**src/hw/rtl/psa_pkg.sv**
```systemverilog
// psa_pkg: shared types, widths, register map and reset values for the
// pixel saturation adjust pipeline. No dependencies.
package psa_pkg;

  localparam int CH_W     = 8;
  localparam int FACTOR_W = 10;
  localparam int WEIGHT_W = 9;
  localparam int NUM_CH   = 3;

  // luma products and sum
  localparam int LPROD_W = CH_W + WEIGHT_W;   // 17
  localparam int LSUM_W  = LPROD_W + 2;       // 19
  // chroma gain product: signed 9-bit diff times 11-bit signed factor
  localparam int GPROD_W = 19;
  // coverage blend product: signed 9-bit diff times 9-bit signed coverage
  localparam int BPROD_W = 17;

  localparam int PADDR_W = 4;
  localparam int PDATA_W = 32;

  localparam logic [1:0] REG_FACTOR   = 2'd0;
  localparam logic [1:0] REG_WEIGHT_R = 2'd1;
  localparam logic [1:0] REG_WEIGHT_G = 2'd2;
  localparam logic [1:0] REG_WEIGHT_B = 2'd3;

  localparam logic [FACTOR_W-1:0] FACTOR_RESET   = 10'd256;
  localparam logic [WEIGHT_W-1:0] WEIGHT_R_RESET = 9'd77;
  localparam logic [WEIGHT_W-1:0] WEIGHT_G_RESET = 9'd150;
  localparam logic [WEIGHT_W-1:0] WEIGHT_B_RESET = 9'd29;

  localparam logic [CH_W-1:0] CH_MAX = 8'd255;

  // channel 0 red, 1 green, 2 blue
  typedef logic [NUM_CH-1:0][CH_W-1:0] pix_t;

  typedef struct packed {
    pix_t            pix;
    logic [CH_W-1:0] cov;
    logic            masked;
  } item_t;

  typedef struct packed {
    logic [FACTOR_W-1:0] factor;
    logic [WEIGHT_W-1:0] weight_r;
    logic [WEIGHT_W-1:0] weight_g;
    logic [WEIGHT_W-1:0] weight_b;
  } cfg_t;

endpackage

```
**src/hw/rtl/pixel_saturation_adjust.sv**
```systemverilog
// pixel_saturation_adjust: top level; luma, chroma gain and coverage blend
// pipeline plus configuration registers. Depends on psa_pkg and all psa_* modules.
//
// Takes one RGB pixel and returns one adjusted pixel per clock while out_stall
// is low. A pixel passes two stages of luma (weight products, then sum and clamp),
// two of chroma gain (multiply, then shift/add/clamp) and two of coverage blend
// (multiply, then add or bypass into the output register). Each stage holds its
// own valid bit; out_stall backs up through the stages combinationally, so
// in_stall rises only when every stage is full. The user must write registers
// through the APB port while the pipe is empty; the block does not enforce it.
module pixel_saturation_adjust import psa_pkg::*; (
  input  logic               clk,
  input  logic               rst,
  // configuration
  input  logic               psel,
  input  logic               penable,
  input  logic               pwrite,
  input  logic [PADDR_W-1:0] paddr,
  input  logic [PDATA_W-1:0] pwdata,
  output logic [PDATA_W-1:0] prdata,
  output logic               pready,
  // pixel input
  input  logic               in_valid,
  output logic               in_stall,
  input  logic [CH_W-1:0]    red_in,
  input  logic [CH_W-1:0]    green_in,
  input  logic [CH_W-1:0]    blue_in,
  input  logic [CH_W-1:0]    coverage,
  input  logic               masked_mode,
  // pixel output
  output logic               out_valid,
  input  logic               out_stall,
  output logic [CH_W-1:0]    red_out,
  output logic [CH_W-1:0]    green_out,
  output logic [CH_W-1:0]    blue_out
);

  cfg_t            cfg;
  item_t           in_item;
  logic            in_ready;
  logic            l_valid, l_ready;
  item_t           l_item;
  logic [CH_W-1:0] l_lum;
  logic            g_valid, g_ready;
  item_t           g_item;
  pix_t            g_adj;
  pix_t            o_pix;

  assign in_item.pix[0] = red_in;
  assign in_item.pix[1] = green_in;
  assign in_item.pix[2] = blue_in;
  assign in_item.cov    = coverage;
  assign in_item.masked = masked_mode;
  assign in_stall       = ~in_ready;

  psa_regs u_regs (
    .clk     (clk),
    .rst     (rst),
    .psel    (psel),
    .penable (penable),
    .pwrite  (pwrite),
    .paddr   (paddr),
    .pwdata  (pwdata),
    .prdata  (prdata),
    .pready  (pready),
    .cfg     (cfg)
  );

  psa_luma u_luma (
    .clk      (clk),
    .rst      (rst),
    .cfg      (cfg),
    .up_valid (in_valid),
    .up_ready (in_ready),
    .up_item  (in_item),
    .dn_valid (l_valid),
    .dn_ready (l_ready),
    .dn_item  (l_item),
    .dn_lum   (l_lum)
  );

  psa_gain u_gain (
    .clk      (clk),
    .rst      (rst),
    .cfg      (cfg),
    .up_valid (l_valid),
    .up_ready (l_ready),
    .up_item  (l_item),
    .up_lum   (l_lum),
    .dn_valid (g_valid),
    .dn_ready (g_ready),
    .dn_item  (g_item),
    .dn_adj   (g_adj)
  );

  psa_blend u_blend (
    .clk      (clk),
    .rst      (rst),
    .up_valid (g_valid),
    .up_ready (g_ready),
    .up_item  (g_item),
    .up_adj   (g_adj),
    .dn_valid (out_valid),
    .dn_ready (~out_stall),
    .dn_pix   (o_pix)
  );

  assign red_out   = o_pix[0];
  assign green_out = o_pix[1];
  assign blue_out  = o_pix[2];

endmodule

```
**src/hw/rtl/psa_regs.sv**
```systemverilog
// psa_regs: APB-style configuration registers (factor and luma weights).
// Depends on psa_pkg.
module psa_regs import psa_pkg::*; (
  input  logic               clk,
  input  logic               rst,
  input  logic               psel,
  input  logic               penable,
  input  logic               pwrite,
  input  logic [PADDR_W-1:0] paddr,
  input  logic [PDATA_W-1:0] pwdata,
  output logic [PDATA_W-1:0] prdata,
  output logic               pready,
  output cfg_t               cfg
);

  logic       wr_en;
  logic [1:0] idx;

  assign pready = 1'b1;
  assign wr_en  = psel & penable & pwrite;
  assign idx    = paddr[PADDR_W-1:2];

  always_ff @(posedge clk) begin
    if (rst) begin
      cfg.factor   <= FACTOR_RESET;
      cfg.weight_r <= WEIGHT_R_RESET;
      cfg.weight_g <= WEIGHT_G_RESET;
      cfg.weight_b <= WEIGHT_B_RESET;
    end else if (wr_en) begin
      case (idx)
        REG_FACTOR:   cfg.factor   <= pwdata[FACTOR_W-1:0];
        REG_WEIGHT_R: cfg.weight_r <= pwdata[WEIGHT_W-1:0];
        REG_WEIGHT_G: cfg.weight_g <= pwdata[WEIGHT_W-1:0];
        REG_WEIGHT_B: cfg.weight_b <= pwdata[WEIGHT_W-1:0];
        default: ;
      endcase
    end
  end

  always_comb begin
    case (idx)
      REG_FACTOR:   prdata = {{(PDATA_W-FACTOR_W){1'b0}}, cfg.factor};
      REG_WEIGHT_R: prdata = {{(PDATA_W-WEIGHT_W){1'b0}}, cfg.weight_r};
      REG_WEIGHT_G: prdata = {{(PDATA_W-WEIGHT_W){1'b0}}, cfg.weight_g};
      REG_WEIGHT_B: prdata = {{(PDATA_W-WEIGHT_W){1'b0}}, cfg.weight_b};
      default:      prdata = '0;
    endcase
  end

endmodule

```
**src/hw/rtl/psa_luma.sv**
```systemverilog
// psa_luma: two pipeline stages computing the saturated 8-bit luma from Q1.8 weights.
// Stage a: weight products; stage b: sum, shift, clamp. Depends on psa_pkg.
module psa_luma import psa_pkg::*; (
  input  logic            clk,
  input  logic            rst,
  input  cfg_t            cfg,
  input  logic            up_valid,
  output logic            up_ready,
  input  item_t           up_item,
  output logic            dn_valid,
  input  logic            dn_ready,
  output item_t           dn_item,
  output logic [CH_W-1:0] dn_lum
);

  logic               a_valid;
  item_t              a_item;
  logic [LPROD_W-1:0] a_pr, a_pg, a_pb;
  logic               b_valid;
  logic               a_ready, b_ready;
  logic [LSUM_W-1:0]  sum;
  logic [LSUM_W-9:0]  lum_full;
  logic [CH_W-1:0]    lum;

  assign b_ready  = ~b_valid | dn_ready;
  assign a_ready  = ~a_valid | b_ready;
  assign up_ready = a_ready;

  always_ff @(posedge clk) begin
    if (rst) a_valid <= 1'b0;
    else if (a_ready) a_valid <= up_valid;
  end

  always_ff @(posedge clk) begin
    if (a_ready && up_valid) begin
      a_item <= up_item;
      a_pr   <= LPROD_W'(cfg.weight_r * up_item.pix[0]);
      a_pg   <= LPROD_W'(cfg.weight_g * up_item.pix[1]);
      a_pb   <= LPROD_W'(cfg.weight_b * up_item.pix[2]);
    end
  end

  assign sum      = LSUM_W'(a_pr) + LSUM_W'(a_pg) + LSUM_W'(a_pb);
  assign lum_full = sum[LSUM_W-1:8];
  // weights summing above 256 can push luma past 255
  assign lum      = (|lum_full[LSUM_W-9:CH_W]) ? CH_MAX : lum_full[CH_W-1:0];

  always_ff @(posedge clk) begin
    if (rst) b_valid <= 1'b0;
    else if (b_ready) b_valid <= a_valid;
  end

  always_ff @(posedge clk) begin
    if (b_ready && a_valid) begin
      dn_item <= a_item;
      dn_lum  <= lum;
    end
  end

  assign dn_valid = b_valid;

endmodule

```
**src/hw/rtl/psa_gain.sv**
```systemverilog
// psa_gain: two pipeline stages applying the chroma gain around luma.
// Stage a: (c - lum) * factor; stage b: shift, add luma, clamp. Depends on psa_pkg.
module psa_gain import psa_pkg::*; (
  input  logic            clk,
  input  logic            rst,
  input  cfg_t            cfg,
  input  logic            up_valid,
  output logic            up_ready,
  input  item_t           up_item,
  input  logic [CH_W-1:0] up_lum,
  output logic            dn_valid,
  input  logic            dn_ready,
  output item_t           dn_item,
  output pix_t            dn_adj
);

  logic                      a_valid;
  item_t                     a_item;
  logic [CH_W-1:0]           a_lum;
  logic signed [GPROD_W-1:0] a_prod [NUM_CH];
  logic                      b_valid;
  logic                      a_ready, b_ready;
  logic signed [CH_W:0]      diff [NUM_CH];
  logic signed [GPROD_W-1:0] prod [NUM_CH];
  logic signed [CH_W+3:0]    acc  [NUM_CH];
  logic signed [CH_W+2:0]    shr  [NUM_CH];
  pix_t                      adj;

  assign b_ready  = ~b_valid | dn_ready;
  assign a_ready  = ~a_valid | b_ready;
  assign up_ready = a_ready;

  always_comb begin
    for (int i = 0; i < NUM_CH; i++) begin
      diff[i] = $signed({1'b0, up_item.pix[i]}) - $signed({1'b0, up_lum});
      prod[i] = diff[i] * $signed({1'b0, cfg.factor});
    end
  end

  always_ff @(posedge clk) begin
    if (rst) a_valid <= 1'b0;
    else if (a_ready) a_valid <= up_valid;
  end

  always_ff @(posedge clk) begin
    if (a_ready && up_valid) begin
      a_item <= up_item;
      a_lum  <= up_lum;
      for (int i = 0; i < NUM_CH; i++) a_prod[i] <= prod[i];
    end
  end

  // floor shift is taking the upper bits; then clamp to 0..255
  always_comb begin
    for (int i = 0; i < NUM_CH; i++) begin
      shr[i] = a_prod[i][GPROD_W-1:8];
      acc[i] = $signed({4'b0000, a_lum}) + $signed({shr[i][CH_W+2], shr[i]});
      if (acc[i][CH_W+3])
        adj[i] = '0;
      else if (|acc[i][CH_W+2:CH_W])
        adj[i] = CH_MAX;
      else
        adj[i] = acc[i][CH_W-1:0];
    end
  end

  always_ff @(posedge clk) begin
    if (rst) b_valid <= 1'b0;
    else if (b_ready) b_valid <= a_valid;
  end

  always_ff @(posedge clk) begin
    if (b_ready && a_valid) begin
      dn_item <= a_item;
      dn_adj  <= adj;
    end
  end

  assign dn_valid = b_valid;

endmodule

```
**src/hw/rtl/psa_blend.sv**
```systemverilog
// psa_blend: two stages; the second is the output register. In masked mode the
// adjusted pixel is blended with the original by coverage. Depends on psa_pkg.
module psa_blend import psa_pkg::*; (
  input  logic  clk,
  input  logic  rst,
  input  logic  up_valid,
  output logic  up_ready,
  input  item_t up_item,
  input  pix_t  up_adj,
  output logic  dn_valid,
  input  logic  dn_ready,
  output pix_t  dn_pix
);

  logic                      a_valid;
  item_t                     a_item;
  pix_t                      a_adj;
  logic signed [BPROD_W-1:0] a_prod [NUM_CH];
  logic                      b_valid;
  logic                      a_ready, b_ready;
  logic signed [CH_W:0]      diff [NUM_CH];
  logic signed [BPROD_W-1:0] prod [NUM_CH];
  logic signed [CH_W:0]      shr  [NUM_CH];
  pix_t                      res;

  assign b_ready  = ~b_valid | dn_ready;
  assign a_ready  = ~a_valid | b_ready;
  assign up_ready = a_ready;

  always_comb begin
    for (int i = 0; i < NUM_CH; i++) begin
      diff[i] = $signed({1'b0, up_adj[i]}) - $signed({1'b0, up_item.pix[i]});
      prod[i] = diff[i] * $signed({1'b0, up_item.cov});
    end
  end

  always_ff @(posedge clk) begin
    if (rst) a_valid <= 1'b0;
    else if (a_ready) a_valid <= up_valid;
  end

  always_ff @(posedge clk) begin
    if (a_ready && up_valid) begin
      a_item <= up_item;
      a_adj  <= up_adj;
      for (int i = 0; i < NUM_CH; i++) a_prod[i] <= prod[i];
    end
  end

  // in masked mode the result lies between c and adj, so 8-bit wraparound is exact,
  // and zero coverage gives the original pixel; otherwise adj passes through
  always_comb begin
    for (int i = 0; i < NUM_CH; i++) begin
      shr[i] = a_prod[i][BPROD_W-1:8];
      if (a_item.masked)
        res[i] = a_item.pix[i] + shr[i][CH_W-1:0];
      else
        res[i] = a_adj[i];
    end
  end

  always_ff @(posedge clk) begin
    if (rst) b_valid <= 1'b0;
    else if (b_ready) b_valid <= a_valid;
  end

  always_ff @(posedge clk) begin
    if (b_ready && a_valid) dn_pix <= res;
  end

  assign dn_valid = b_valid;

endmodule

```
**config.mk**
```make
export PLATFORM = sky130hd
export DESIGN_NAME = pixel_saturation_adjust
export DESIGN_NICKNAME = d
export VERILOG_FILES = /design/src/hw/rtl/psa_pkg.sv /design/src/hw/rtl/pixel_saturation_adjust.sv /design/src/hw/rtl/psa_regs.sv /design/src/hw/rtl/psa_luma.sv /design/src/hw/rtl/psa_gain.sv /design/src/hw/rtl/psa_blend.sv
export SDC_FILE = /design/constraint.sdc
export NUM_CORES = 2
export LEC_CHECK = 0
export BUFFER_PORTS_ARGS = -buffer_cell sky130_fd_sc_hd__buf_4
export CORE_ASPECT_RATIO = 1.25
export CORE_MARGIN = 4
export CORE_UTILIZATION = 39
export DETAILED_ROUTE_END_ITERATION = 7
export MAX_ROUTING_LAYER = met4
export SYNTH_ARGS = -nofsm -noshare
export SYNTH_HDL_FRONTEND = slang
export SYNTH_HIERARCHICAL = 1
export SYNTH_SLANG_ARGS = --single-unit
```
**constraint.sdc**
```tcl
create_clock -name clk -period 8.1 [get_ports clk]
set_input_delay 1.215 -clock clk [delete_from_list [all_inputs] [get_ports clk]]
set_output_delay 1.215 -clock clk [all_outputs]
set_load 0.02 [all_outputs]
```
==> results.yml <==
pwr:
  power_leakage_uw: 0.0211
  ir_drop_uv: 206
  power.density_cell_area_mw_per_mm2: 263
clock_tree:
  clk_root_buffer_cell: "sky130_fd_sc_hd__clkbuf_16"
  clkLatencyLatePin_ns: 0.62
  cts_hold_buf: 0
  htree_levels: 2
  numClockSinks: 396
  cts-buffers-inserted: 48
  clock_transition_at_the_register_clock_pins_on_the_worst_setup_and_hold_paths_after_cts_ns: 0.07
  cts.repair.resized: 0
  clock_path_buffers: 3
  cts_post_setup_buffers_inserted: 0
  clock_tree_from_tritoncts: "built"
detailed_routing:
  antenna_left: 0
  postRouteWirelength_um: 94800
  initial_drc_count: 1444
  route.detailed.wl_per_inst_um: 17.0
  remaining_drc_errors: 0
  drt_pre_antenna_iters: 5
  dr_total_vias: 27600
  viasPerCell: 4.97
worst_setup_path:
  critPathLaunch: "u_luma/dn_lum[1]$_SDFFCE_PP1P_"
  setup.worst_path.class: "reg -> reg"
  worst-r2r-setup-slack_ns: 0.79
  rr_worst_depth: 22
  r2r-start: "u_luma/dn_lum[1]$_SDFFCE_PP1P_"
  timing.rr.end: "u_gain/a_prod[0][36]$_DFFE_PP_"
  category_of_the_worst_setup_path_launch_point: "flip-flop"
  crit_path_max_fanout: 10
  cp.arrival_ns: 7.62
  worstSetupEndpointType: "flip-flop"
  timing.critical_path.required_ns: 8.41
sta:
  timing.final.max_slew_violations: 0
  hold_ws_ns: 0.382
  achievable-frequency_mhz: 137
  post-route-min-period_ns: 7.31
  skew_ns: 0.0586
  fin_setup_tns_ns: 0
  finalCritPeriodShare_pct: 90.3
  hold_viol: 0
  max-slew-margin-rel_pct: 33.8
  postLayoutSetupSlackWorst_ns: 0.786
  finalSetupViolations: 0
  rsz0062_at_grt: "false"
  worst-slew-pin-transition_ns: 0.994
logic_synthesis:
  synth_area_per_cell_um2: 10.5
  synth_edf_count: 353
  postSynth.topFlopCell: "sky130_fd_sc_hd__edfxtp_1"
  synth-async-reset-ratio_pct: 0
  yosysUniqueCellTypes: 108
  sequential_area_share_after_synthesis_pct: 27.2
  synth_cells: 4012
  synthesis.yosys.warnings: 6
  synth-seq-cells: 396
  syn_area_mm2: 0.0421
hold_path:
  hold-path-endpoint: "u_gain/dn_item[24]$_DFFE_PP_"
  worst_hold_path.num_cells: 0
  hold_path_class: "reg -> reg"
  worst_hold_startpoint: "u_gain/a_item[24]$_DFFE_PP_"
global_routing:
  grt.total_usage_pct: 17.6
  antenna_violations_before_repair: 1
  grt.overflow.total: 0
  grt_start_max_net_pins: 75
  number_of_global_route_vias_before_repair: 28900
  grt_first_pass_wirelength_um: 154000
cells_and_area:
  layout-drive-gt1-share_pct: 8.15
  fin_nets: 5105
  most_frequent_cells_in_the_layout: "sky130_fd_sc_hd__inv_1, sky130_fd_sc_hd__fa_1, sky130_fd_sc_hd__ha_1"
  signed_area_change_from_the_synthesized_netlist_to_the_final_layout_pct: 9.31
  most_common_cell_after_layout_fill_and_taps_aside: "sky130_fd_sc_hd__inv_1"
run_status:
  run_status: "finished, final reports clean"
die:
  x_dimension_of_the_die_um: 302
  rows: 134
  io_pins: 135
  initial_utilization_pct: 39.3
  die_area_mm2: 0.113
  die_h_um: 375
  core_area_mm2: 0.107
placement:
  pre_cts_slack_ns: 0.914
  hpwlAfterDp_um: 74800
  buffer_ports.inserted: 87
  place.gp.congestion: 0.845
run:
  max_cap_viol_count: 0
==> Yosys cell counts, drive strengths merged (4+ instances only) <==
cell type,n,share of area (%)
nand4,10,0.15
a2111oi,5,0.16
a31oi,17,0.32
fa,484,23
o211ai,12,0.21
nor4,11,0.18
nand2,279,2.5
and2,324,4.8
edfxtp,353,25
xor2,40,0.83
or2,17,0.26
o31a,10,0.21
nor2b,62,0.92
nor4b,4,0.11
or3,12,0.18
nor3b,34,0.65
o31ai,12,0.21
o21bai,14,0.25
o21a,47,0.86
o41ai,18,0.58
nand2b,148,2.2
xnor2,118,2.5
mux4,9,0.50
a211oi,20,0.40
and3,13,0.19
ha,448,13
and3b,4,0.083
o21ai,84,1.0
mux2,40,1.1
mux2i,66,1.6
nand3,41,0.51
a21boi,10,0.18
or3b,5,0.10
clkbuf,82,0.73
a21oi,91,1.1
nor2,167,1.5
a211o,4,0.083
inv,669,6.0
a21o,43,0.77
dfxtp,43,2.0
buf,42,0.72
nor3,48,0.61
==> routing by layer <==
| layer | vias to the layer above | track usage [%] | wire (um) |
|---|---|---|---|
| li1 | 13300 | - | - |
| met5 | - | - | 0 |
| met3 | 154 | 1.73 | 2780 |
| met2 | 450 | 30.9 | 48400 |
| met4 | 0 | 5.95 | 3610 |
| met1 | 13800 | 21.1 | 40000 |
==> how the worst max path moves through the flow <==
stage / endpoint / slack, ns
after floorplan: u_gain/a_prod[0][36]$_DFFE_PP_ / 1.48
after global placement: u_gain/a_prod[0][36]$_DFFE_PP_ / 0.90
after detailed placement: u_gain/a_prod[0][36]$_DFFE_PP_ / 0.91
after CTS: u_gain/a_prod[0][36]$_DFFE_PP_ / 0.83
after global routing: u_gain/a_prod[0][18]$_DFFE_PP_ / 0.49
final: u_gain/a_prod[0][36]$_DFFE_PP_ / 0.79
==> registers in the layout, summed over array words and instances (netlist names) <==
register,cells
u_blend/dn_pix,24
u_blend/a_item,25
u_gain/dn_adj,24
u_gain/dn_item,33
u_blend/a_adj,24
u_luma/dn_item,33
u_blend/a_valid,1
u_gain/a_prod,33
u_luma/dn_valid,1
u_luma/a_pr,17
u_gain/dn_valid,1
u_luma/a_pg,17
u_luma/a_valid,1
u_regs/cfg,37
u_gain/a_lum,8
u_luma/a_item,33
u_luma/a_pb,17
u_gain/a_item,33
u_blend/dn_valid,1
u_gain/a_valid,1
u_luma/dn_lum,8
u_blend/a_prod,24
==> worst max-delay path, stage by stage (launching register included) <==
cell	delay, ns
sky130_fd_sc_hd__edfxtp_1	0.59
sky130_fd_sc_hd__inv_1	0.24
sky130_fd_sc_hd__ha_1	0.31
sky130_fd_sc_hd__nor2b_1	0.13
sky130_fd_sc_hd__o21ai_0	0.21
sky130_fd_sc_hd__a21boi_0	0.17
sky130_fd_sc_hd__o21a_1	0.24
sky130_fd_sc_hd__o21a_1	0.31
sky130_fd_sc_hd__or3b_2	0.52
sky130_fd_sc_hd__fa_1	0.47
sky130_fd_sc_hd__fa_1	0.54
sky130_fd_sc_hd__inv_1	0.05
sky130_fd_sc_hd__fa_1	0.46
sky130_fd_sc_hd__fa_1	0.50
sky130_fd_sc_hd__inv_1	0.05
sky130_fd_sc_hd__fa_1	0.49
sky130_fd_sc_hd__inv_1	0.04
sky130_fd_sc_hd__ha_1	0.34
sky130_fd_sc_hd__a2111oi_2	0.44
sky130_fd_sc_hd__a21oi_4	0.14
sky130_fd_sc_hd__or2_4	0.26
sky130_fd_sc_hd__a2111oi_2	0.40
sky130_fd_sc_hd__a211oi_2	0.09
==> kinds of logic after synthesis <==
logic type                 after synthesis  synth area share, %
and+or+nand+nor                       1192                 15.3
xor gates and xnor gates               160                 3.40
muxes                                  115                 3.14
buffers and inverters                  794                 7.43
adders and majority gates              932                 36.4
AOI/OAI and AO/OA                      421                 7.14
DFF                                    396                 27.2
other                                    2               0.0179
==> stage by stage <==
step	power (uW)	cells	utilization [%]	cell area, um^2
3_5_place_dp	9990	5475	41.5	44400
3_3_place_gp	9920	5475	41.5	44400
4_1_cts	12200	5565	43.0	46000
2_1_floorplan	8510	4033	-	42100
5_1_grt	13300	5566	43.0	46000
6_report	12100	5567	43.0	46000
==> layout make-up <==
class                      count  area (um^2)
sequential                   396        11500
timing repair buffer         138         1040
fill                       10400        61000
clock inverter                33          282
clock buffer                  57         1290
tap                         1428         1790
inverter                     670         2510
antenna                        2         5.00
multi-input combinational   2843        27600
==> power by group <==
group	switching [uW]	internal, uW	total, uW
Combinational	3910	3160	7070
Sequential	158	2760	2920
Clock	913	1190	2100
Total	4980	7110	12100
Note: power is estimated with default switching activity, not from simulation.
